**src/rtl/kmpsm_pkg.sv**
```systemverilog
// kmpsm_pkg: shared types, widths and codes of the streaming kmp matcher
// no dependencies; imported by every module of the block
package kmpsm_pkg;

    // fixed widths of the pattern registers and the length fields
    localparam int BYTE_W             = 8;
    localparam int PAT_BYTES          = 16;
    localparam int PIDX_W             = $clog2(PAT_BYTES);
    localparam int LEN_W              = 5;
    localparam int CFG_W              = 64;
    localparam int CFG_IDX_W          = 2;
    localparam int START_W            = 32;

    // defaults for the top level parameters
    localparam int DEF_MAX_PATTERN    = 16;
    localparam int DEF_POSITION_WIDTH = 32;

    // depth of the queue between front and engine
    localparam int QUEUE_DEPTH        = 2;

    // configuration register indexes
    localparam logic [CFG_IDX_W-1:0] CFG_PAT_LOW  = 2'd0;
    localparam logic [CFG_IDX_W-1:0] CFG_PAT_HIGH = 2'd1;
    localparam logic [CFG_IDX_W-1:0] CFG_PAT_LEN  = 2'd2;

    // one queued text beat
    typedef struct packed {
        logic              first;
        logic [BYTE_W-1:0] text_byte;
    } item_t;

    // pattern bytes, byte 0 in the low bits
    typedef logic [PAT_BYTES-1:0][BYTE_W-1:0] pat_t;

    // status of the pattern table toward the engine
    typedef struct packed {
        logic             busy;
        logic             clear;
        logic [LEN_W-1:0] len;
        logic [LEN_W-1:0] full_fail;
        logic [LEN_W-1:0] ft_rdata;
    } tbl_info_t;

    // engine states
    typedef enum logic [0:0] {
        ENG_IDLE,
        ENG_STEP
    } eng_state_t;

endpackage

```
**src/rtl/kmp_stream_pattern_matcher_unit.sv**
```systemverilog
// kmp_stream_pattern_matcher_unit: the engine does one pattern compare per cycle unless it waits
// on a full result register or a table rebuild; each failure fallback is a compare of its own.
// a configuration write to a pattern or length register rebuilds the failure table, cfg_ready low.
// reset (rst_n, async, active low) clears control, position and matched length, and sets a
// one-byte zero pattern whose all-zero table is loaded at once; no clearing pass.
module kmp_stream_pattern_matcher_unit
    import kmpsm_pkg::*;
#(
    parameter int MAX_PATTERN    = DEF_MAX_PATTERN,
    parameter int POSITION_WIDTH = DEF_POSITION_WIDTH
)
(
    input  logic                 clk,
    input  logic                 rst_n,
    input  logic                 cfg_valid,
    output logic                 cfg_ready,
    input  logic [CFG_IDX_W-1:0] cfg_index,
    input  logic [CFG_W-1:0]     cfg_data,
    input  logic                 in_valid,
    output logic                 in_ready,
    input  logic [BYTE_W-1:0]    text_byte,
    input  logic                 first_of_text,
    output logic                 out_valid,
    input  logic                 out_ready,
    output logic                 match_found,
    output logic [START_W-1:0]   match_start
);

    logic             q_valid;
    item_t            q_item;
    logic             q_pop;
    pat_t             pat;
    tbl_info_t        info;
    logic [LEN_W-1:0] eng_m;

    // input beats into the queue
    kmpsm_front u_front (
        .clk           (clk),
        .rst_n         (rst_n),
        .in_valid      (in_valid),
        .in_ready      (in_ready),
        .text_byte     (text_byte),
        .first_of_text (first_of_text),
        .q_valid       (q_valid),
        .q_item        (q_item),
        .q_pop         (q_pop)
    );

    // pattern registers and failure table
    kmpsm_table #(
        .MAX_PATTERN (MAX_PATTERN)
    ) u_table (
        .clk       (clk),
        .rst_n     (rst_n),
        .cfg_valid (cfg_valid),
        .cfg_ready (cfg_ready),
        .cfg_index (cfg_index),
        .cfg_data  (cfg_data),
        .eng_m     (eng_m),
        .pat       (pat),
        .info      (info)
    );

    // match walk and result register
    kmpsm_engine #(
        .POSITION_WIDTH (POSITION_WIDTH)
    ) u_engine (
        .clk         (clk),
        .rst_n       (rst_n),
        .q_valid     (q_valid),
        .q_item      (q_item),
        .q_pop       (q_pop),
        .pat         (pat),
        .info        (info),
        .eng_m       (eng_m),
        .out_valid   (out_valid),
        .out_ready   (out_ready),
        .match_found (match_found),
        .match_start (match_start)
    );

endmodule

```
**src/rtl/kmpsm_front.sv**
```systemverilog
// kmpsm_front: input handshake and a short queue of text beats
// depends on kmpsm_pkg
module kmpsm_front
    import kmpsm_pkg::*;
(
    input  logic              clk,
    input  logic              rst_n,
    input  logic              in_valid,
    output logic              in_ready,
    input  logic [BYTE_W-1:0] text_byte,
    input  logic              first_of_text,
    output logic              q_valid,
    output item_t             q_item,
    input  logic              q_pop
);

    localparam int PTR_W = (QUEUE_DEPTH > 1) ? $clog2(QUEUE_DEPTH) : 1;
    localparam int CNT_W = $clog2(QUEUE_DEPTH + 1);

    item_t             q_mem_reg [QUEUE_DEPTH];
    logic [PTR_W-1:0]  wr_ptr_reg, wr_ptr_next;
    logic [PTR_W-1:0]  rd_ptr_reg, rd_ptr_next;
    logic [CNT_W-1:0]  count_reg, count_next;
    logic              push;

    // handshake and queue status
    assign in_ready = (count_reg != CNT_W'(QUEUE_DEPTH));
    assign push     = in_valid && in_ready;
    assign q_valid  = (count_reg != '0);
    assign q_item   = q_mem_reg[rd_ptr_reg];

    // pointer and fill count update
    always_comb
    begin
        wr_ptr_next = wr_ptr_reg;
        rd_ptr_next = rd_ptr_reg;
        count_next  = count_reg;
        if (push)
        begin
            wr_ptr_next = (wr_ptr_reg == PTR_W'(QUEUE_DEPTH - 1)) ? '0 : wr_ptr_reg + 1'b1;
        end
        if (q_pop)
        begin
            rd_ptr_next = (rd_ptr_reg == PTR_W'(QUEUE_DEPTH - 1)) ? '0 : rd_ptr_reg + 1'b1;
        end
        if (push && !q_pop)
        begin
            count_next = count_reg + 1'b1;
        end
        else if (!push && q_pop)
        begin
            count_next = count_reg - 1'b1;
        end
    end

    always_ff @(posedge clk or negedge rst_n)
    begin
        if (!rst_n)
        begin
            wr_ptr_reg <= '0;
            rd_ptr_reg <= '0;
            count_reg  <= '0;
        end
        else
        begin
            wr_ptr_reg <= wr_ptr_next;
            rd_ptr_reg <= rd_ptr_next;
            count_reg  <= count_next;
        end
    end

    // queue storage, no reset
    always_ff @(posedge clk)
    begin
        if (push)
        begin
            q_mem_reg[wr_ptr_reg] <= '{first: first_of_text, text_byte: text_byte};
        end
    end

    // checks
    a_pop_nonempty: assert property (@(posedge clk) disable iff (!rst_n)
        q_pop |-> (count_reg != '0))
        else $error("queue popped while empty");

    a_count_hold: assert property (@(posedge clk) disable iff (!rst_n)
        (push && q_pop) |=> $stable(count_reg))
        else $error("fill count moved on simultaneous push and pop");

endmodule

```
**src/rtl/kmpsm_table.sv**
```systemverilog
// kmpsm_table: pattern registers, configuration port and failure table builder
// depends on kmpsm_pkg
module kmpsm_table
    import kmpsm_pkg::*;
#(
    parameter int MAX_PATTERN = DEF_MAX_PATTERN
)
(
    input  logic                 clk,
    input  logic                 rst_n,
    input  logic                 cfg_valid,
    output logic                 cfg_ready,
    input  logic [CFG_IDX_W-1:0] cfg_index,
    input  logic [CFG_W-1:0]     cfg_data,
    input  logic [LEN_W-1:0]     eng_m,
    output pat_t                 pat,
    output tbl_info_t            info
);

    localparam int IDX_W = $clog2(MAX_PATTERN);

    logic [CFG_W-1:0] pat_low_reg;
    logic [CFG_W-1:0] pat_high_reg;
    logic [LEN_W-1:0] len_raw_reg;
    logic [LEN_W-1:0] ft_reg [MAX_PATTERN];
    logic             busy_reg, busy_next;
    logic [LEN_W-1:0] i_reg, i_next;
    logic [LEN_W-1:0] k_reg, k_next;
    logic [LEN_W-1:0] full_fail_reg, full_fail_next;
    logic [LEN_W-1:0] len_used;
    logic [IDX_W-1:0] rd_addr;
    logic [LEN_W-1:0] ft_rdata;
    logic [LEN_W-1:0] build_k;
    logic             ft_we;
    logic             cfg_fire;
    logic             cfg_hit;
    logic             byte_eq;

    assign cfg_ready = !busy_reg;
    assign cfg_fire  = cfg_valid && cfg_ready;
    assign cfg_hit   = cfg_fire && ((cfg_index == CFG_PAT_LOW) || (cfg_index == CFG_PAT_HIGH)
                                    || (cfg_index == CFG_PAT_LEN));
    assign pat       = {pat_high_reg, pat_low_reg};

    // length in use, clamped to one and to the table depth
    always_comb
    begin
        if (len_raw_reg == '0)
        begin
            len_used = LEN_W'(1);
        end
        else if (len_raw_reg > LEN_W'(MAX_PATTERN))
        begin
            len_used = LEN_W'(MAX_PATTERN);
        end
        else
        begin
            len_used = len_raw_reg;
        end
    end

    // single table read port, builder while busy, engine otherwise
    assign rd_addr  = busy_reg ? IDX_W'(k_reg - 1'b1) : IDX_W'(eng_m - 1'b1);
    assign ft_rdata = ft_reg[rd_addr];

    // one compare of the prefix-suffix walk per cycle
    assign byte_eq  = (pat[PIDX_W'(i_reg)] == pat[PIDX_W'(k_reg)]);
    assign build_k  = k_reg + LEN_W'(byte_eq);

    always_comb
    begin
        busy_next      = busy_reg;
        i_next         = i_reg;
        k_next         = k_reg;
        full_fail_next = full_fail_reg;
        ft_we          = 1'b0;
        if (cfg_hit)
        begin
            busy_next      = 1'b1;
            i_next         = LEN_W'(1);
            k_next         = '0;
            full_fail_next = '0;
        end
        else if (busy_reg)
        begin
            if (i_reg >= len_used)
            begin
                busy_next = 1'b0;
            end
            else if ((k_reg != '0) && !byte_eq)
            begin
                k_next = ft_rdata;
            end
            else
            begin
                ft_we  = 1'b1;
                k_next = build_k;
                i_next = i_reg + 1'b1;
                if (i_reg == len_used - 1'b1)
                begin
                    full_fail_next = build_k;
                end
            end
        end
    end

    // builder control
    always_ff @(posedge clk or negedge rst_n)
    begin
        if (!rst_n)
        begin
            busy_reg      <= 1'b0;
            i_reg         <= '0;
            k_reg         <= '0;
            full_fail_reg <= '0;
        end
        else
        begin
            busy_reg      <= busy_next;
            i_reg         <= i_next;
            k_reg         <= k_next;
            full_fail_reg <= full_fail_next;
        end
    end

    // configuration registers
    always_ff @(posedge clk or negedge rst_n)
    begin
        if (!rst_n)
        begin
            pat_low_reg  <= '0;
            pat_high_reg <= '0;
            len_raw_reg  <= LEN_W'(1);
        end
        else if (cfg_fire)
        begin
            case (cfg_index)
                CFG_PAT_LOW:  pat_low_reg  <= cfg_data;
                CFG_PAT_HIGH: pat_high_reg <= cfg_data;
                CFG_PAT_LEN:  len_raw_reg  <= cfg_data[LEN_W-1:0];
                default:      ;
            endcase
        end
    end

    // failure table, reset gives the table of the reset pattern
    always_ff @(posedge clk or negedge rst_n)
    begin
        if (!rst_n)
        begin
            for (int e = 0; e < MAX_PATTERN; e++)
            begin
                ft_reg[e] <= '0;
            end
        end
        else if (ft_we)
        begin
            ft_reg[IDX_W'(i_reg)] <= build_k;
        end
    end

    // status toward the engine
    assign info.busy      = busy_reg;
    assign info.clear     = cfg_hit;
    assign info.len       = len_used;
    assign info.full_fail = full_fail_reg;
    assign info.ft_rdata  = ft_rdata;

    // checks
    a_k_below_i: assert property (@(posedge clk) disable iff (!rst_n)
        busy_reg |-> (k_reg < i_reg))
        else $error("prefix length not below build index");

    a_i_in_range: assert property (@(posedge clk) disable iff (!rst_n)
        busy_reg |-> (i_reg <= len_used))
        else $error("build index past pattern length");

endmodule

```
**src/rtl/kmpsm_engine.sv**
```systemverilog
// kmpsm_engine: per-byte match walk, position counter and result register
// depends on kmpsm_pkg; pattern and failure table come from kmpsm_table
module kmpsm_engine
    import kmpsm_pkg::*;
#(
    parameter int POSITION_WIDTH = DEF_POSITION_WIDTH
)
(
    input  logic               clk,
    input  logic               rst_n,
    input  logic               q_valid,
    input  item_t              q_item,
    output logic               q_pop,
    input  pat_t               pat,
    input  tbl_info_t          info,
    output logic [LEN_W-1:0]   eng_m,
    output logic               out_valid,
    input  logic               out_ready,
    output logic               match_found,
    output logic [START_W-1:0] match_start
);

    eng_state_t                state_reg, state_next;
    logic [LEN_W-1:0]          m_reg, m_next;
    logic [POSITION_WIDTH-1:0] pos_reg, pos_next;
    logic [BYTE_W-1:0]         c_reg, c_next;
    logic                      out_valid_reg, out_valid_next;
    logic                      found_reg, found_next;
    logic [START_W-1:0]        start_reg, start_next;
    logic                      out_write;
    logic                      slot_free;
    logic                      byte_eq;
    logic [LEN_W-1:0]          m_inc;
    logic                      hit;
    logic [POSITION_WIDTH-1:0] len_m1;
    logic [POSITION_WIDTH-1:0] start_pos;
    logic [POSITION_WIDTH-1:0] pos_inc;

    assign eng_m = m_reg;

    // compare and result arithmetic for the current matched length
    assign byte_eq   = (pat[PIDX_W'(m_reg)] == c_reg);
    assign m_inc     = m_reg + LEN_W'(byte_eq);
    assign hit       = (m_inc >= info.len);
    assign len_m1    = POSITION_WIDTH'(info.len - 1'b1);
    assign start_pos = (pos_reg >= len_m1) ? (pos_reg - len_m1) : '0;
    assign pos_inc   = (&pos_reg) ? pos_reg : (pos_reg + 1'b1);
    assign slot_free = !out_valid_reg || out_ready;

    // next state and outputs
    always_comb
    begin
        state_next = state_reg;
        m_next     = m_reg;
        pos_next   = pos_reg;
        c_next     = c_reg;
        found_next = found_reg;
        start_next = start_reg;
        q_pop      = 1'b0;
        out_write  = 1'b0;
        if (info.clear)
        begin
            m_next = '0;
        end
        case (state_reg)
            ENG_IDLE:
            begin
                if (q_valid && !info.busy)
                begin
                    q_pop      = 1'b1;
                    c_next     = q_item.text_byte;
                    state_next = ENG_STEP;
                    if (q_item.first)
                    begin
                        m_next   = '0;
                        pos_next = '0;
                    end
                end
            end
            ENG_STEP:
            begin
                if ((m_reg != '0) && !byte_eq)
                begin
                    // fall back through the failure table
                    m_next = info.ft_rdata;
                end
                else if (slot_free)
                begin
                    out_write  = 1'b1;
                    found_next = hit;
                    start_next = hit ? START_W'(start_pos) : '0;
                    m_next     = hit ? info.full_fail : m_inc;
                    pos_next   = pos_inc;
                    // chain straight into the next queued beat
                    if (q_valid && !info.busy)
                    begin
                        q_pop  = 1'b1;
                        c_next = q_item.text_byte;
                        if (q_item.first)
                        begin
                            m_next   = '0;
                            pos_next = '0;
                        end
                    end
                    else
                    begin
                        state_next = ENG_IDLE;
                    end
                end
            end
            default:
            begin
                state_next = ENG_IDLE;
            end
        endcase
        out_valid_next = out_write ? 1'b1 : (out_ready ? 1'b0 : out_valid_reg);
    end

    // control state
    always_ff @(posedge clk or negedge rst_n)
    begin
        if (!rst_n)
        begin
            state_reg     <= ENG_IDLE;
            m_reg         <= '0;
            pos_reg       <= '0;
            out_valid_reg <= 1'b0;
        end
        else
        begin
            state_reg     <= state_next;
            m_reg         <= m_next;
            pos_reg       <= pos_next;
            out_valid_reg <= out_valid_next;
        end
    end

    // payload
    always_ff @(posedge clk)
    begin
        c_reg     <= c_next;
        found_reg <= found_next;
        start_reg <= start_next;
    end

    assign out_valid   = out_valid_reg;
    assign match_found = found_reg;
    assign match_start = start_reg;

    // checks
    a_m_below_len: assert property (@(posedge clk) disable iff (!rst_n)
        !info.busy |-> (m_reg < info.len))
        else $error("matched length not below pattern length");

    a_nomatch_zero: assert property (@(posedge clk) disable iff (!rst_n)
        (out_valid_reg && !found_reg) |-> (start_reg == '0))
        else $error("start position set without a match");

    a_idle_on_build: assert property (@(posedge clk) disable iff (!rst_n)
        info.busy |-> (state_reg == ENG_IDLE))
        else $error("engine active while the table is built");

endmodule

```
**config.mk**
```make
export PLATFORM = sky130hd
export DESIGN_NAME = kmp_stream_pattern_matcher_unit
export DESIGN_NICKNAME = d
export VERILOG_FILES = /design/src/rtl/kmpsm_pkg.sv /design/src/rtl/kmp_stream_pattern_matcher_unit.sv /design/src/rtl/kmpsm_front.sv /design/src/rtl/kmpsm_table.sv /design/src/rtl/kmpsm_engine.sv
export SDC_FILE = /design/constraint.sdc
export NUM_CORES = 1
export LEC_CHECK = 0
export ABC_AREA = 1
export ABC_CLOCK_PERIOD_IN_PS = 4200
export BUFFER_PORTS_ARGS = -buffer_cell sky130_fd_sc_hd__buf_4
export CAP_MARGIN = 0
export CELL_PAD_IN_SITES_DETAIL_PLACEMENT = 1
export CELL_PAD_IN_SITES_GLOBAL_PLACEMENT = 2
export CORE_UTILIZATION = 32
export CTS_CLUSTER_DIAMETER = 120
export DETAILED_ROUTE_END_ITERATION = 10
export PLACE_DENSITY_LB_ADDON = 0.05
export SLEW_MARGIN = 5
export SYNTH_ARGS = -nofsm -noshare
export SYNTH_HDL_FRONTEND = slang
export SYNTH_HIERARCHICAL = 1
export SYNTH_SLANG_ARGS = --single-unit
```
**constraint.sdc**
```tcl
create_clock -name clk -period 4.2 [get_ports clk]
set_input_delay 1.05 -clock clk [delete_from_list [all_inputs] [get_ports clk]]
set_output_delay 1.05 -clock clk [all_outputs]
set_load 0.1 [all_outputs]
```
# Word level (Yosys, flattened, before mapping)
# Memory sizes are Yosys's and may differ from the RTL's.
# Cells that the tools add are included.
# W data, S select, Z words.
classes:
  reduce_logical: 38
  n_eq_ne: 12
  bitwise_logic: 4
  magnitude_cmp: 10
  mux: 74
  addsub: 13
op_table:
  columns: ["operator", "n"]
  rows:
  - ["$mux W32", 7]
  - ["$mux W5", 26]
  - ["$bmux W8 S4", 3]
  - ["$bwmux W80", 1]
  - ["$pmux W32 S2", 1]
  - ["$mux W8", 6]
  - ["$add A32 B1 Y32 const B", 1]
  - ["$ge A32 B32 Y1", 1]
  - ["$reduce_and A32 Y1", 1]
  - ["$sub A32 B32 Y32", 1]
  - ["$mux W1", 21]
  - ["$bmux W5 S4", 1]
  - ["$demux W5 S4", 1]
  - ["$eq A8 B8 Y1", 2]
  - ["$pmux W8 S2", 1]
  - ["$lt A4 B5 Y1 const B", 3]
  - ["$reduce_and A2 Y1", 6]
  - ["$add A5 B1 Y5", 2]
  - ["$ge A5 B5 Y1", 2]
  - ["$ge A5 B5 Y1 const B", 2]
  - ["$not A4 Y5", 2]
  - ["$pmux W5 S2", 1]
  - ["$reduce_bool A2 Y1", 5]
  - ["$reduce_bool A5 Y1", 2]
  - ["25 further kinds", 52]
totals:
  input_bits: 80
  memories: 1
  ramBits: 18
  ff_bits: 313
memory_table:
  columns: ["name", "words", "width", "rd", "rd_clocked_by_memory_dff", "write_ports", "line", "source"]
  rows:
  - ["u_front.q_mem_reg", 2, 9, 1, 0, 1, "kmpsm_front.sv:20", "item_t q_mem_reg [QUEUE_DEPTH];"]

# Logic depth before layout (Yosys ltp)
# Gate-level depths: netlist of the first run.
depth:
  depth_word: 11
  mapped_depth: 31
  depth_no_buf: 29

# Modules after synthesis
# The synthesis of the first run kept the hierarchy.
by_module_without_submodules:
  columns: ["module", "seq_area_each_um2", "area_each_um2", "cells_each", "n_inst"]
  rows:
  - ["kmpsm_table", 5731.7, 13183.9, 1858, 1]
  - ["kmpsm_engine", 2207.1, 8030.2, 1273, 1]
  - ["kmpsm_front", 640.6, 902.1, 54, 1]

# Worst setup path before layout of the first run
# No wires, ideal clock.
synth_timing:
  path_kind: "register to register"
  startpoint: "register u_table.len_raw_reg[0]"
  endpoint: "register u_engine.start_reg[19], in the netlist u_engine/match_start[19], data pin"
  stages_incl_launch_ff: 19
  t_arrival_ns: 3.641
  slack_ns: 0.303
  cell_sequence: "dfstp_2 nor2_1 nand2_1 nand2_1 nand2_1 inv_1 nor2_1 nand4_1 ha_1 a21o_1 a21oi_1 o21ai_1 a21oi_1 inv_1 nand2_1 nand3_1 nand2_1 buf_2 nor2_1"
synth_rtl:
  columns: ["item", "line", "source"]
  rows:
  - ["start: declaration", "kmpsm_table.sv:24", "logic [LEN_W-1:0] len_raw_reg;"]
  - ["start signal: assignment", "kmpsm_table.sv:140", "CFG_PAT_LEN: len_raw_reg <= cfg_data[LEN_W-1:0];"]
  - ["end signal: assignment", "kmpsm_engine.sv:143", "start_reg <= start_next;"]
  - ["end: declaration", "kmpsm_engine.sv:29", "logic [START_W-1:0] start_reg, start_next;"]

# Worst setup path in the final report of the first run
layout_timing:
  startpoint: "register u_engine.m_reg[0], in the netlist u_engine/eng_m[0]"
  endpoint: "register u_engine.start_reg[24], in the netlist u_engine/match_start[24], data pin"
layout_via:
  elab_chain_cells: 6
layout_rtl:
  columns: ["item", "line", "source"]
  rows:
  - ["start: declaration", "kmpsm_engine.sv:24", "logic [LEN_W-1:0] m_reg, m_next;"]
  - ["start signal: assignment", "kmpsm_engine.sv:132", "m_reg <= m_next;"]
  - ["$bmux W8 S4", "kmpsm_engine.sv:42", "assign byte_eq = (pat[PIDX_W'(m_reg)] == c_reg);"]
  - ["$mux W8 (implied by the code)", "kmpsm_engine.sv:42", null]
  - ["$eq A8 B8 Y1", "kmpsm_engine.sv:42", null]
  - ["$add A5 B1 Y5 (*)", "kmpsm_engine.sv:43", "assign m_inc = m_reg + LEN_W'(byte_eq);"]
  - ["$ge A5 B5 Y1 (*)", "kmpsm_engine.sv:44", "assign hit = (m_inc >= info.len);"]
  - ["$reduce_and A2 Y1 (no line) (*)", null, null]
# Every way passes the cells marked *; elsewhere a longest branch is shown, timed or not. The select of a mux whose other input is x is not followed.
# A chain may end at the register's enable or synchronous reset.

==> results of run 1 <==
## per-layer routing
layer  wire length, um  track usage  vias up  share of wire
met3              4770       0.0403      106          0.054
met1             44400        0.378    10600           0.51
met2             36900        0.374      446           0.42
met5                 0            0        -              0
met4              1680       0.0592        0          0.019
li1                  -            -    10400              -
## worst max-delay path, stage by stage (launching register included)
cell	delay (ps)
dfrtp_2	430
inv_2	90
buf_4	230
nand2_1	80
nand2_1	60
nand2_1	50
nand3_1	170
nand3_1	130
nand2_1	90
nand2_1	50
nand2_1	60
nand2_1	60
nor2_1	130
nand2_1	170
inv_1	110
ha_1	180
ha_1	260
ha_1	280
o21ai_0	80
nand2_1	80
nand2_1	70
nand2_1	60
a21oi_1	130
o21bai_1	90
buf_4	150
nand2_1	100
buf_12	190
nor2_1	70
## through the flow
stage	std cells	area (um2)	total power, W	setup WS, ps
floorplan	3185	22100	0.0139	303
global placement	4097	24000	0.0180	399
detailed placement	4097	24000	0.0183	281
CTS	4177	25500	0.0224	241
global route	4177	25500	0.0241	10.9
finish	4177	25500	0.0223	271
## how the worst max path moves through the flow
stage / slack, ps / to / cells after the start / from
after floorplan: 300 / u_engine/match_start[19] / 18 / u_table/len_raw_reg[0]
after global placement: 400 / u_engine/match_start[22] / 27 / u_engine/eng_m[0]
after detailed placement: 280 / u_engine/match_start[14] / 24 / u_engine/eng_m[2]
after global routing: 10 / u_engine/match_start[24] / 26 / u_engine/eng_m[0]
after CTS: 240 / u_engine/match_start[14] / 24 / u_engine/eng_m[2]
final: 270 / u_engine/match_start[24] / 27 / u_engine/eng_m[0]
## cells by family after synthesis
family                   share of synthesized area
XOR/XNOR                                    0.0245
AO/OA/AOI/OAI                                0.120
multiplexers                               0.00611
flip-flops                                   0.388
adder cells (fa/ha/maj)                     0.0320
AND/OR/NAND/NOR                              0.327
buffers and inverters                        0.102
## power by group through the flow
stage	registers, W	clock network (W)	logic [W]
final	0.00553	0.00402	0.0128
after global routing	0.00567	0.00426	0.0142
after CTS	0.00553	0.00416	0.0128
after detailed placement	0.00558	0	0.0127
after global placement	0.00556	0	0.0124
after floorplan	0.00567	0	0.00821
## cell usage after synthesis (6+ instances only)
library cell,number
a21o_1,6
a21oi_1,70
a31oi_1,10
buf_2,34
buf_4,28
buf_6,12
clkbuf_1,74
dfrtp_1,271
edfxtp_1,59
ha_1,55
inv_1,368
inv_2,11
mux2_4,9
nand2_1,1032
nand3_1,278
nand3_2,6
nand3_4,13
nand4_1,55
nor2_1,264
nor3_1,34
o211ai_1,56
o21ai_0,247
o21ai_1,74
o21bai_1,12
or2_2,10
xnor2_1,16
xor2_1,44
## what timing repair did
item	4_1_cts	5_1_grt
setup endpoints to repair	0	34
buffers inserted	0	0
gates resized for setup	0	1
## area by class of cell
cell class / count / area (um2) / area share
Clock inverter: 23 / 323 / 0.0127
Timing Repair Buffer: 184 / 1560 / 0.0613
Inverter: 382 / 1440 / 0.0564
Tap cell: 882 / 1100 / 0.0433
Multi-Input combinational cell: 2318 / 11300 / 0.443
Clock buffer: 57 / 1180 / 0.0463
Sequential cell: 331 / 8580 / 0.337
## cells in the final DEF, fill, tap and decap left out, types with 5 or more instances in the layout
| master | netlist | routed |
|---|---|---|
| nand2_1 | 1032 | 1030 |
| inv_1 | 368 | 368 |
| nand3_1 | 278 | 278 |
| dfrtp_1 | 271 | 268 |
| nor2_1 | 264 | 262 |
| o21ai_0 | 247 | 247 |
| buf_4 | 28 | 169 |
| o21ai_1 | 74 | 73 |
| a21oi_1 | 70 | 70 |
| edfxtp_1 | 59 | 59 |
| o211ai_1 | 56 | 56 |
| nand4_1 | 55 | 55 |
| ha_1 | 55 | 55 |
| clkbuf_16 | 0 | 45 |
| xor2_1 | 44 | 44 |
| nor3_1 | 34 | 34 |
| xnor2_1 | 16 | 16 |
| buf_12 | 1 | 14 |
| nand3_4 | 13 | 13 |
| o21bai_1 | 12 | 12 |
| clkbuf_1 | 74 | 11 |
| inv_2 | 11 | 11 |
| a31oi_1 | 10 | 10 |
| or2_2 | 10 | 10 |
| mux2_4 | 9 | 9 |
| clkinv_1 | 3 | 8 |
| bufinv_16 | 0 | 7 |
| a21o_1 | 6 | 6 |
| nand3_2 | 6 | 6 |
| clkinv_2 | 0 | 5 |
| nand3b_1 | 5 | 5 |
| a221oi_1 | 5 | 5 |
==> metrics, run 1 <==
outcome complete, no violations; Final Hold Viols 0; Required @ worst endpoint ~4600 ps; HP Class reg2reg; synthesized area about 0.022 mm2; FP Rows 96; hold path start u_table/ft_reg[1]; Area Overhead vs Synth 15.3%; maximum VDD drop 0.520 mV; EDFF count, synth between 50 and 60; syn_nets about 3,300; ant diodes 0; vias per cell about 5.2; Ys Warns 6; CP startpoint kind register; chip height 265 um; clock sink count 331; Clk network pwr share 0.180; Hold Slack ~480 ps; sequential area share after synthesis 0.388; Boundary Pins approximately 120; Final Core Density 0.372; Initial DRC Count roughly 1,400; largest area contributor in the synthesized netlist dfrtp_1; LEAKAGE between 10 and 15 nW; Clock Latency Late Sink slightly above 600 ps; largest net degree at the start of global routing 90; Remaining Overflow, GRT 0; flop-to-flop setup slack 270 ps; vias in the first global route 22,300; worst reg2reg startpoint u_engine/eng_m[0]; crit path time final just under 4000 ps; slew margin rel. 0.213; filler cell count 8,655; Setup-failing EPs final 0; Seq cells post-synth between 300 and 400; Final HPWL DP 64,200 um; H-tree Lvls 2; maximum clock path buffer count 3; synthesized area per cell 6.94 um2; sequential share of power 0.248; Tcrit/Tclk final 0.935; switch share 0.531; total CTS buffers 44; Synth area leaders dfrtp_1, nand2_1, edfxtp_1; fin nets 3,397; worst hold path cell count 2; Net Switching approximately 0.012 W; RSZ-0062 raised after global routing false; GRT Total Usage 0.252; Setup CP Type reg2reg; CTS tree built; Power Density 875 mW/mm2; Gate Count Post-Synth 3,185; drt pass-1 iters 5; Worst setup EP type register; DR DRC count 0; Clock transition at path regs 60 ps; Die Area 0.0702 mm2; Layout Skew 12.9 ps; Largest register FFs 80; max-slew violations 0; final WL 87,800 um; Detail Route Antenna Nets 0; Yosys top cell area share 0.307; gpl congestion 0.900; DR vias 21,600; RR Endpoint u_engine/match_start[24]; Hold EP u_table/ft_reg[1]; share of cells above drive strength 1 0.0944; initial antenna violation count 1; Crit Path Max Fanout 32; initial core utilization 0.323; Max Clock Freq 0.255 GHz; TNS Setup 0 ps; Cell variety after synth 44; Max Cap Violations 0; CORE AREA slightly below 0.07 mm2; # port buffers 115; chip width 265 um; crit path DAT 4280 ps; first-pass GRT wire length 136,000 um; worst-margin pin slew 1170 ps; Internal Pwr Total 0.0105 W; prevailing post-synth register cell dfrtp_1; R2R cell count 27; Async SR Flop Fraction 0.822; DR WL/cell 21.0 um; Clock Root Buffer clkbuf_16; post-cts hold buffer count 0; logic gate share of total power 0.572
No activity file was read; power rests on OpenSTA's default activity.
==> run 2, diff against run 1 <==
--- a/config.mk
+++ b/config.mk
@@ -6,12 +6,12 @@
 export NUM_CORES = 1
 export LEC_CHECK = 0
 export ABC_AREA = 1
-export ABC_CLOCK_PERIOD_IN_PS = 4200
+export ABC_CLOCK_PERIOD_IN_PS = 4600
 export BUFFER_PORTS_ARGS = -buffer_cell sky130_fd_sc_hd__buf_4
 export CAP_MARGIN = 0
 export CELL_PAD_IN_SITES_DETAIL_PLACEMENT = 1
 export CELL_PAD_IN_SITES_GLOBAL_PLACEMENT = 2
-export CORE_UTILIZATION = 32
+export CORE_UTILIZATION = 38
 export CTS_CLUSTER_DIAMETER = 120
 export DETAILED_ROUTE_END_ITERATION = 10
 export PLACE_DENSITY_LB_ADDON = 0.05
==> constraint.sdc (replaced) <==
create_clock -name clk -period 4.6 [get_ports clk]
set_input_delay 1.15 -clock clk [delete_from_list [all_inputs] [get_ports clk]]
set_output_delay 1.15 -clock clk [all_outputs]
set_load 0.1 [all_outputs]
==> run 2 against run 1 <==
  * Register-to-register slack gained 140 ps
  * Sequential power shrank 9.0%
  * Clock power shrank 19%
  * Critical path depth grew 1
  * Power shrank 12%
  * Fmax shrank 6.2%
  * Non-clock buffer count shrank 12
  * Global-route usage grew 3.2 points
  * Flip-flop and latch count is the same
  * Via count grew 0.73%
  * First-iteration DRC count shrank 0.56%
==> metrics, run 2 (same netlist as run 1, synthesis figures left out) <==
final worst slack 412 ps (+141 ps); outcome complete, no violations; Max Cap Violations 0 (unchanged); flop-to-flop setup slack 410 ps (+140 ps); Max Clock Freq 0.239 GHz (-6.2%); post-cts hold buffer count 0 (unchanged); final WL 83,500 um (-4.9%); HP Class reg2reg; Largest register FFs 80 (unchanged); maximum VDD drop 0.437 mV (-16%); Setup-failing EPs final 0 (unchanged); Clock transition at path regs 60 ps (about the same); Final Hold Viols 0 (unchanged); DR WL/cell 20.7 um (-1.6%); TNS Setup 0 ps (unchanged); RSZ-0062 raised after global routing false; FP Rows 88 (-8.3%); H-tree Lvls 2 (unchanged); Required @ worst endpoint 4910 ps (+360 ps); Post-CTS Setup Bufs 0 (unchanged); GRT Total Usage 0.284 (+0.0320); most frequent cells in the layout nand2_1, inv_1, nand3_1; vias in the first global route 22,400 (+0.22%); Final HPWL DP 61,300 um (-4.5%); vias per cell 5.38 (+4.2%); Tcrit/Tclk final 0.911 (-0.0249); drt pass-1 iters 5 (unchanged); Setup CP Type reg2reg; worst-margin pin slew 1000 ps (-163 ps); Crit Path Max Fanout 32 (unchanged); total CTS buffers 40 (-9.1%); Layout Skew 40.3 ps (+27.4 ps); most common cell after layout, fill and taps aside nand2_1; first-pass GRT wire length 132,000 um (-3.4%); Boundary Pins 116 (unchanged); DR DRC count 0 (unchanged); initial antenna violation count 0 (-1); ant diodes 0 (unchanged); Die Area 0.0592 mm2 (-16%); cell repeated most along the worst path nand2_1; Initial DRC Count 1,414 (-0.56%); # resized after CTS 0 (unchanged); CORE AREA 0.0576 mm2 (-16%); largest net degree at the start of global routing 105 (+17%); Area Overhead vs Synth 13.1%; Remaining Overflow, GRT 0 (unchanged); Clock Latency Late Sink 590 ps (-20 ps); chip height 243 um (-8.2%); filler cell count 7,369 (-15%); fin nets 3,381 (-0.47%); # port buffers 115 (unchanged); LEAKAGE 12.7 nW (-1.3%); gpl congestion 0.873 (-3.0%); CTS tree built; max-slew violations 0 (unchanged); maximum clock path buffer count 3 (unchanged); Detail Route Antenna Nets 0 (unchanged); clock sink count 331 (unchanged); Worst setup EP type register; Power Density 790 mW/mm2 (-9.8%); Critical Path Slowest Stage Cell dfrtp_2; DP Worst Slack 502 ps (+221 ps); slew margin rel. 0.330 (+0.117); share of cells above drive strength 1 0.0895 (-0.00484); Max stage delay on crit path 430 ps (about the same); CP startpoint kind register; crit path time final 4190 ps (+259 ps); Clock Root Buffer clkbuf_16; crit path DAT 4500 ps (+220 ps); Hold Slack 481 ps (-2.39 ps); initial core utilization 0.384 (+0.0610); chip width 243 um (-8.2%); DR vias 21,700 (+0.73%)
-- run 2: report_power, final --
group | internal, W | total [W] | leakage [nW] | switching (W)
logic | 0.00331 | 0.0115 | 7.92 | 0.00816
registers | 0.00397 | 0.00503 | 4.11 | 0.00106
clock network | 0.00192 | 0.00326 | 0.642 | 0.00133
total | 0.00920 | 0.0198 | 12.7 | 0.0106
-- run 2: critical path, delay by kind of cell (launching register included) --
| family | cells | cell delay (ps) |
|---|---|---|
| compound gates | 3 | 280 |
| fa+ha+maj | 3 | 770 |
| buf+inv | 6 | 1100 |
| flops | 1 | 430 |
| simple gates | 16 | 1290 |
-- run 2: area by class of cell --
cell class	count	area, um2	area share
multi-input cells	2318	11300	0.452
flip-flops and latches	331	8580	0.343
well taps	765	957	0.0383
clock buffers	56	1120	0.0449
clock inverters	13	180	0.00721
repair buffers	172	1420	0.0569
inverters	382	1430	0.0573
-- run 2: final timing paths --
kind                       depth (start not counted)                       end              start
min in group asynchronous                          1  u_table/pat_high_reg[59]              rst_n
hold / removal                                     2         u_table/ft_reg[4]  u_table/ft_reg[4]
hold reg to reg                                    2         u_table/ft_reg[4]  u_table/ft_reg[4]
setup reg to reg                                  28  u_engine/match_start[20]  u_engine/eng_m[0]
setup / recovery                                  28  u_engine/match_start[20]  u_engine/eng_m[0]
max in group asynchronous                          2    u_table/len_raw_reg[0]              rst_n
-- run 2: stage by stage --
stage / utilization / instance area [um2] / total power (W) / std cells
6_report: 0.434 / 25000 / 0.0198 / 4037
4_1_cts: 0.434 / 25000 / 0.0198 / 4037
3_3_place_gp: 0.412 / 23700 / 0.0161 / 3968
3_5_place_dp: 0.412 / 23700 / 0.0164 / 3968
2_1_floorplan: - / 22100 / 0.0127 / 3185
5_1_grt: 0.434 / 25000 / 0.0213 / 4037
-- run 2: routing by layer --
layer	track usage	routed length [um]	vias up
met5	0	0	-
met4	0.0738	1890	0
met3	0.0472	4690	119
met2	0.433	35900	501
met1	0.413	41000	10700
li1	-	-	10400
==> run 3, diff against run 2 <==
--- a/config.mk
+++ b/config.mk
@@ -20,3 +20,4 @@
 export SYNTH_HDL_FRONTEND = slang
 export SYNTH_HIERARCHICAL = 1
 export SYNTH_SLANG_ARGS = --single-unit
+export TNS_END_PERCENT = 20
==> constraint.sdc (replaced) <==
create_clock -name clk -period 4.6 [get_ports clk]
set_input_delay 0.23 -clock clk [delete_from_list [all_inputs] [get_ports clk]]
set_output_delay 0.23 -clock clk [all_outputs]
set_load 0.1 [all_outputs]
==> run 3 against run 2 <==
  * Cell count grew 1.8%
  * Critical path depth shrank 2
  * Sequential share of layout area shrank 0.99 points
  * Register-to-register slack is essentially flat
  * Sequential power is essentially flat
  * Critical path type unchanged
  * Critical endpoint is now u_engine/eng_m[3]
  * Global-route usage shrank 0.099 points
  * Combinational power is essentially flat
  * Wire length shrank 0.54%
  * Flip-flop and latch count is the same
==> metrics, run 3 (same netlist as run 1, synthesis figures left out) <==
hold path start cfg_data[62]; Crit Path Max Fanout 17 (-47%); Multi-input gate area 0.0113 mm2 (unchanged); maximum clock path buffer count 3 (unchanged); filler cell count 7,203 (-2.3%); CORE AREA 0.0576 mm2 (unchanged); Hold Slack 14.3 ps (-467 ps); vias in the first global route 22,700 (+1.3%); RR Endpoint u_engine/eng_m[3]; most frequent cells in the layout nand2_1, inv_1, nand3_1; H-tree Lvls 2 (unchanged); Area after DPL 0.0237 mm2 (about the same); Reg area 0.00858 mm2 (unchanged); GRT Total Usage 0.283 (-0.000990); # port buffers 115 (unchanged); Final Core Density 0.447 (+0.0129); FP Rows 88 (unchanged); Final HPWL DP 60,100 um (-2.0%); total CTS buffers 42 (+5.0%); flop-to-flop setup slack 410 ps (about the same); crit path DAT 4650 ps (+150 ps); DR vias 21,900 (+0.82%); Initial DRC Count 1,303 (-7.9%); grt met2 use 0.441 (+0.00804); Power Density 770 mW/mm2 (-2.5%); Critical Path End u_engine/eng_m[3]; initial core utilization 0.384 (unchanged); maximum VDD drop 0.410 mV (-6.3%); Tcrit/Tclk final 0.911 (about the same); HP Class in2reg; final worst slack 411 ps (-0.632 ps); clock sink count 331 (unchanged); Post-CTS Setup Bufs 0 (unchanged); ant diodes 0 (unchanged); TNS Setup 0 ps (unchanged); crit path time final 4190 ps (+0.632 ps); LEAKAGE 13.0 nW (+2.4%); Area Overhead vs Synth 16.4%; max-slew violations 0 (unchanged); slew margin rel. 0.424 (+0.0943); first-pass GRT wire length 132,000 um (+0.12%); CTS tree built; met3 usage 0.0338 (-0.0134); fin nets 3,450 (+2.0%); Clock Root Buffer clkbuf_16; Remaining Overflow, GRT 0 (unchanged); outcome complete, no violations; GRT busiest layer met2; Layout Skew 20.6 ps (-19.7 ps); Worst setup EP type register; Setup CP Type reg2reg; RSZ-0062 raised after global routing false; R2R cell count 26 (-7.1%); Largest register FFs 80 (unchanged); share of cells above drive strength 1 0.0882 (-0.00133); Clock Latency Late Sink 580 ps (about the same); Final Hold Viols 0 (unchanged); Boundary Pins 116 (unchanged); drt pass-1 iters 7 (+2); Die Area 0.0592 mm2 (unchanged); CP startpoint kind register; vias per cell 5.33 (-0.95%); initial antenna violation count 0 (unchanged); DR WL/cell 20.2 um (-2.3%); gpl congestion 0.862 (-1.3%); CP startpoint u_engine/eng_m[2]; chip width 243 um (unchanged); Setup-failing EPs final 0 (unchanged); Clock transition at path regs 60 ps (about the same); worst reg2reg startpoint u_engine/eng_m[2]; worst-margin pin slew 862 ps (-141 ps); most common cell after layout, fill and taps aside nand2_1; final instance area 0.0257 mm2 (+3.0%); DP Worst Slack 462 ps (-39.8 ps); GRT met1 Usage 0.417 (+0.00446); Detail Route Antenna Nets 0 (unchanged); largest net degree at the start of global routing 128 (+22%); Max Cap Violations 0 (unchanged); Required @ worst endpoint 5060 ps (+150 ps); Max Clock Freq 0.239 GHz (about the same); final WL 83,100 um (-0.54%); chip height 243 um (unchanged); DR DRC count 0 (unchanged); post-cts hold buffer count 66 (+66); # resized after CTS 0 (unchanged)
-- run 3: changes by cell type in the layout (fill, tap and decap cells not counted) --
cell           delta
dlygate4sd3_1    +66
clkinv_1          +4
clkinv_2          -3
clkbuf_16         +2
clkinvlp_4        +2
buf_4             +1
clkinv_8          +1
inv_6             -1
-- run 3: report_power, final --
group          switching, W  internal [W]
Sequential          0.00103       0.00397
Combinational       0.00814       0.00335
Clock               0.00134       0.00200
-- run 3: worst max-delay path: stages (launching register included) --
cell	delay (ps)
dfrtp_1	490
clkinv_1	560
nand3_1	310
nand3_1	120
nand2_1	80
nand2_1	50
nand2_1	60
inv_1	40
nand2_1	40
nor2_1	50
nand2_1	170
inv_1	70
ha_1	220
ha_1	300
ha_1	270
o21ai_0	80
nand2_1	70
nand2_1	50
nand2_1	60
a21oi_1	70
o21bai_1	290
buf_4	230
nand2_1	70
o211ai_1	90
nand2_1	70
nand3_1	60
nand3_1	90
-- run 3: worst min path at each step --
stage                               end  slack [ps]  cells after the start
2_1_floorplan         u_engine/eng_m[0]         -70                      0
3_3_place_gp   u_table/pat_high_reg[40]         270                      1
3_5_place_dp   u_table/pat_high_reg[40]         270                      1
4_1_cts        u_table/pat_high_reg[40]         0.9                      3
5_1_grt        u_table/pat_high_reg[28]          20                      3
6_report       u_table/pat_high_reg[62]          10                      3
-- run 3: metal layers --
layer | part of all wire | wire length [um] | vias up
met3 | 0.046 | 3790 | 90
met5 | 0 | 0 | -
met2 | 0.44 | 36400 | 456
met4 | 0.017 | 1420 | 0
met1 | 0.50 | 41500 | 10800
li1 | - | - | 10500
-- run 3: layout make-up --
cell class              count  share of cell area
flip-flops and latches    331               0.333
well taps                 765              0.0372
clock inverters            16             0.00787
inverters                 382              0.0557
multi-input cells        2318               0.439
clock buffers              58              0.0455
repair buffers            239              0.0813
-- run 3: metrics by stage --
stage,power [W],std cells
floorplan,0.0127,3185
global placement,0.0160,3969
detailed placement,0.0163,3969
CTS,0.0199,4109
global route,0.0214,4109
finish,0.0198,4109
